## config.mk

```make
export PLATFORM = sky130hd
export DESIGN_NAME = mfpf_mac
export DESIGN_NICKNAME = d
export VERILOG_FILES = /design/src/rtl/core/mfpf_pkg.sv /design/src/rtl/core/mfpf_mac.sv
export SDC_FILE = /design/constraint.sdc
export NUM_CORES = 2
export LEC_CHECK = 0
export BUFFER_PORTS_ARGS = -buffer_cell sky130_fd_sc_hd__buf_4
export CAP_MARGIN = 20
export CELL_PAD_IN_SITES_DETAIL_PLACEMENT = 0
export CELL_PAD_IN_SITES_GLOBAL_PLACEMENT = 1
export CORE_ASPECT_RATIO = 1.25
export CORE_MARGIN = 5
export CORE_UTILIZATION = 45
export DETAILED_ROUTE_END_ITERATION = 10
export PLACE_DENSITY = 0.84
export REMOVE_ABC_BUFFERS = 1
export SYNTH_ARGS = -nofsm -noshare
export SYNTH_HDL_FRONTEND = slang
export SYNTH_SLANG_ARGS = --single-unit
```

## constraint.sdc

```tcl
create_clock -name i_clk -period 7.7 [get_ports i_clk]
set_input_delay 1.155 -clock i_clk [delete_from_list [all_inputs] [get_ports i_clk]]
set_output_delay 1.155 -clock i_clk [all_outputs]
set_load 0.005 [all_outputs]
```

## src/rtl/core/mfpf_pkg.sv

```systemverilog
// mfpf_pkg: shared widths, constants and types of the matched filter peak finder
`timescale 1ns / 1ps

package mfpf_pkg;

    // default parameter values
    localparam int DEF_TAPS          = 5;
    localparam int DEF_MAX_PULSE_LEN = 32;

    // field widths
    localparam int SAMPLE_W  = 16;
    localparam int COEF_W    = 18;
    localparam int VALUE_W   = 24;
    localparam int INDEX_W   = 5;
    localparam int CELL_W    = 64;
    localparam int FRAC_BITS = 16;

    // configuration port
    localparam int CFG_IW    = 3;
    localparam int REG_COUNT = 5;
    localparam logic [CFG_IW-1:0] REG_COEF_0 = 3'd0;

    // saturation bounds of the filter output
    localparam logic signed [VALUE_W-1:0] SAT_HI = 24'sh7FFFFF;
    localparam logic signed [VALUE_W-1:0] SAT_LO = 24'sh800000;

    // side data that follows one result through the filter pipeline
    typedef struct packed {
        logic [INDEX_W-1:0] idx;
        logic               fin;
        logic               overlong;
        logic [CELL_W-1:0]  tag;
    } t_meta;

endpackage

```

## src/rtl/core/mfpf_mac.sv

```systemverilog
// mfpf_mac: two-stage multiply and sum with floor shift and saturation
`timescale 1ns / 1ps

module mfpf_mac
    import mfpf_pkg::*;
#(
    parameter int TAPS = DEF_TAPS
) (
    input  logic                       i_clk,
    input  logic                       i_rst_n,
    input  logic                       i_valid,
    output logic                       o_ready,
    input  logic signed [COEF_W-1:0]   i_coef [TAPS],
    input  logic signed [SAMPLE_W-1:0] i_win [TAPS],
    input  t_meta                      i_meta,
    output logic                       o_valid,
    input  logic                       i_ready,
    output logic signed [VALUE_W-1:0]  o_value,
    output t_meta                      o_meta
);

    localparam int PW = COEF_W + SAMPLE_W;
    localparam int SW = PW + $clog2(TAPS) + 1;

    logic                 r_p_valid;
    logic signed [PW-1:0] r_prod [TAPS];
    t_meta                r_p_meta;
    logic                 r_s_valid;
    logic signed [VALUE_W-1:0] r_s_value;
    t_meta                r_s_meta;

    logic                 adv_s;
    logic signed [SW-1:0] sum;
    logic signed [SW-1:0] shifted;
    logic signed [VALUE_W-1:0] n_value;

    // stall chain
    assign adv_s   = !r_s_valid || i_ready;
    assign o_ready = !r_p_valid || adv_s;

    // product stage: one multiplier per tap
    always_ff @(posedge i_clk) begin
        if (!i_rst_n) begin
            r_p_valid <= 1'b0;
        end else if (o_ready) begin
            r_p_valid <= i_valid;
        end
        if (o_ready) begin
            for (int t = 0; t < TAPS; t++) begin
                r_prod[t] <= PW'(i_coef[t]) * PW'(i_win[t]);
            end
            r_p_meta <= i_meta;
        end
    end

    // sum, floor shift and saturate
    always_comb begin
        sum = '0;
        for (int t = 0; t < TAPS; t++) begin
            sum = sum + SW'(r_prod[t]);
        end
        shifted = sum >>> FRAC_BITS;
        if (shifted > SW'(SAT_HI)) begin
            n_value = SAT_HI;
        end else if (shifted < SW'(SAT_LO)) begin
            n_value = SAT_LO;
        end else begin
            n_value = VALUE_W'(shifted);
        end
    end

    always_ff @(posedge i_clk) begin
        if (!i_rst_n) begin
            r_s_valid <= 1'b0;
        end else if (adv_s) begin
            r_s_valid <= r_p_valid;
        end
        if (adv_s) begin
            r_s_value <= n_value;
            r_s_meta  <= r_p_meta;
        end
    end

    assign o_valid = r_s_valid;
    assign o_value = r_s_value;
    assign o_meta  = r_s_meta;

endmodule

```

* After elaboration in Yosys (flattened, before gate mapping)
Memory sizes are Yosys's and may differ from the RTL's.
Cells that the tools add are included.
** Word-level totals
- Output and inout port bits :: 97
- Memory bits (writable) :: 170
- Memories kept :: 1
- Register bits :: 168
- Logic and storage cells :: 30
** Cells by class
- Reduce and logical (&&, ||, !) cells :: 4
- Magnitude comparators :: 2
- Add/sub/neg operators :: 4
- Multiply operators :: 5
- Multiplexer cells :: 3
** Memory list
- r_prod :: words 5, width 34, read ports 5, clocked after Yosys merged registers in 0, write ports 5, line mfpf_mac.sv:26 : logic signed [PW-1:0] r_prod [TAPS];
** Operators by type and width (number)
- $mul A18 B16 Y34 :: 5
- $add A37 B34 Y38 :: 1
- $add A36 B34 Y37 :: 1
- $add A35 B34 Y36 :: 1
- $add A34 B34 Y35 :: 1
- $gt A22 B24 Y1 const B :: 1
- $lt A22 B24 Y1 const B :: 1
- $mux W24 :: 1
- $logic_not A1 Y1 :: 2
- $logic_or A1 B1 Y1 :: 2
- $mux W1 :: 2

* Logic depth before layout (Yosys ltp)
- Depth in word-level cells :: 6
- Depth in mapped cells :: 25
- Mapped depth without buffers :: 24

* Least setup slack after synthesis
OpenSTA, ideal clock, no wires.
- Path type :: input to output
- From :: input i_ready
- To :: output o_ready
- Stages on the path :: 2
- Arrival :: 6296 ps
- Path buffers :: 0
- Data required time :: 6545 ps
- Setup slack :: 249 ps
- Path through :: nor2b_1 nand2_1
** On the way
- Word-level cells in the longest chain between the ends :: 2
** Ends and longest elaborated chain
- start, declared :: line mfpf_mac.sv:17 : input logic i_ready,
- $logic_or A1 B1 Y1 :: line mfpf_mac.sv:38 : assign adv_s = !r_s_valid || i_ready;
- $logic_or A1 B1 Y1 :: line mfpf_mac.sv:39 : assign o_ready = !r_p_valid || adv_s;
- end, declared :: line mfpf_mac.sv:12 : output logic o_ready,
Every way passes these cells.

==> impl_metrics.json <==
{
  "nets": 9327,
  "fillers": 14034,
  "crit_top_cell": "fa_1",
  "grt_max_degree": 176,
  "syn_avg_cell_area_um2": 9.96,
  "yosysSeqAreaShare_pct": 14.7,
  "slowest_delay_ns": 0.54,
  "crit_path_end_kind": "register",
  "root_buffer": "clkbuf_16",
  "dieArea_um2": 160000,
  "cts_sinks": 337,
  "crit_start": "i_win[71]",
  "synth_edf_count": 335,
  "synth_warnings": 0,
  "fin_tns_setup_ns": 0,
  "yosysTopAreaCellShare_pct": 45.4,
  "postSynth.asyncResetShare_pct": 0,
  "min_to": "o_meta[22]",
  "wire_per_inst_um": 18.2,
  "critPathTopFamily": "adder cells",
  "cts_max_path_buffers": 3,
  "syn_inst": 6878,
  "ant_nets": 0,
  "cp-start-kind": "input port",
  "initial_utilization_pct": 45.1,
  "regToRegSetupSlack_ns": 2.64,
  "drt_iter0_markers": 2332,
  "critPathKind": "in -> reg",
  "finalHoldViolations": 0,
  "clk_pin_slew_ns": 0.06,
  "ctsHoldBuffers": 0,
  "path_cells": "buf_4 > nand2_1 > fa_1 > inv_1 > fa_1 > inv_1 > fa_1 > inv_1 > fa_1 > fa_1 > inv_1 > fa_1 > inv_1 > ha_1 > a21o_1 > a21o_1 > a2111oi_2 > o21ai_0 > o211ai_1 > o21ai_1 > a21oi_1 > nor3_1 > a311oi_1",
  "fin_skew_ns": 0.0188,
  "ys_types": 73,
  "clk_latency_ns": 0.56,
  "yosys.area.top_type": "fa_1",
  "worstHoldPathCells": 0,
  "rsz0062_at_grt": "false",
  "max_slew_margin_pct": 25.9,
  "drive_gt1_share_pct": 6.19,
  "outcome": "finished, final reports clean",
  "cts_inserted_buffers": 40,
  "io_pins": 342,
  "critPathBufInv": 6,
  "antenna_found_initial": 3,
  "io_buffers": 341,
  "setup_viol": 0,
  "clock.fmax_ghz": 0.143,
  "route.detailed.drc": 0,
  "worstHoldPathType": "reg -> reg",
  "rr_endpoint": "o_value[16]",
  "maxCapViolCount": 0,
  "hpwl_um": 140000,
  "path_max_fanout": 18,
  "cp.arrival_ns": 7.30,
  "htreeDepth": 2,
  "slew_violations": 0,
  "totalWireLength_um": 166000,
  "cts-resized-gates": 0,
  "std_cell_rows": 160,
  "worstMarginPinSlew_ns": 1.11,
  "die_x_um": 359,
  "r2r-start": "r_prod[0][10]",
  "synth_area_um2": 68500,
  "min_from": "r_p_meta[22]",
  "r2r_cells": 17,
  "grt-ovfl-total": 0,
  "vias": 45899,
  "grt.total_usage_pct": 21.2,
  "cts_setup_buffers": 0,
  "whs_ns": 0.417,
  "synth_most_common_cell": "inv_1",
  "dr.pass1.iters": 5,
  "critPathSlowestCell": "fa_1",
  "synth_top_flop_cell": "edfxtp_1",
  "yosys-top-cells-count": "inv_1, fa_1, nand2_1, and2_1, ha_1",
  "viasPerCell": 5.03,
  "period_share_pct": 90.5,
  "core_area_um2": 152000,
  "cts_tree": "built",
  "syn_to_final_growth_pct": 8.37,
  "place_congestion": 0.883,
  "required_ns": 8.03,
  "synth_top_cells_by_area": "fa_1, edfxtp_1, inv_1",
  "die_h_um": 446,
  "grt_pass1_wl_um": 272000,
  "synth-seq-cells": 337,
  "fin_crit_ns": 6.97,
  "grt_pass1_vias": 51265
}
## flip-flops by register name (all words and copies together), names as in the netlist
name       flops
r_p_meta      71
r_prod       170
r_p_valid      1
o_value       23
o_meta        71
o_valid        1
## worst max path at each step
stage,end,cells after the start
floorplan,o_ready,2
global placement,r_prod[0][33],23
detailed placement,r_prod[0][33],23
CTS,r_prod[0][33],23
global route,r_prod[0][33],23
finish,r_prod[0][33],23
## final cells by class
cell class	instances	area [um2]	share of cell area (%)
inverter	1897	7120	9.60
tap	2025	2530	3.41
antenna	1	2.50	0.00337
timing repair buffer	355	2680	3.61
clock buffer	47	1050	1.41
multi-input combinational	4432	50500	68.0
sequential	337	10100	13.6
clock inverter	24	259	0.349
## routing by layer
layer  vias up  track usage [%]  routed length, um  share of wire, %
li1      20581                -                  -                 -
met1     23780             25.9              64700                39
met2      1217             39.4              88100                53
met3       319             2.07               6700               4.0
met4         2             7.16               6390               3.9
met5         -                0                 13            0.0078
## logic make-up after synthesis
family | Yosys count | synth area share, %
compound gates | 467 | 4.58
fa+ha+maj | 2019 | 53.9
buf+inv | 2109 | 11.6
flops | 337 | 14.7
simple gates | 1754 | 12.7
xor+xnor | 192 | 2.46
## stage by stage
stage | std cells | setup WS [ns] | instance area (um2) | util, %
5_1_grt | 9117 | 0.354 | 74200 | 48.9
3_5_place_dp | 9046 | 0.188 | 72900 | 48.0
4_1_cts | 9117 | 0.770 | 74200 | 48.9
2_1_floorplan | 6666 | 0.249 | 67700 | -
3_3_place_gp | 9046 | 0.294 | 72900 | 48.0
6_report | 9118 | 0.731 | 74200 | 48.9
## placed cells by master (no fill, tap or decap), drive strengths merged, types with 28 or more instances in the layout
master / count
nand2: 731
ha: 466
nor2: 145
and2: 682
inv: 1901
a21oi: 135
o21a: 28
a21o: 87
nand2b: 47
clkbuf: 47
nand3: 43
edfxtp: 335
fa: 1553
o21ai: 71
buf: 355
xnor2: 152
xor2: 40
Power is not shown: default switching activity piles up to over one toggle a cycle in this logic, so the estimate is an artifact.
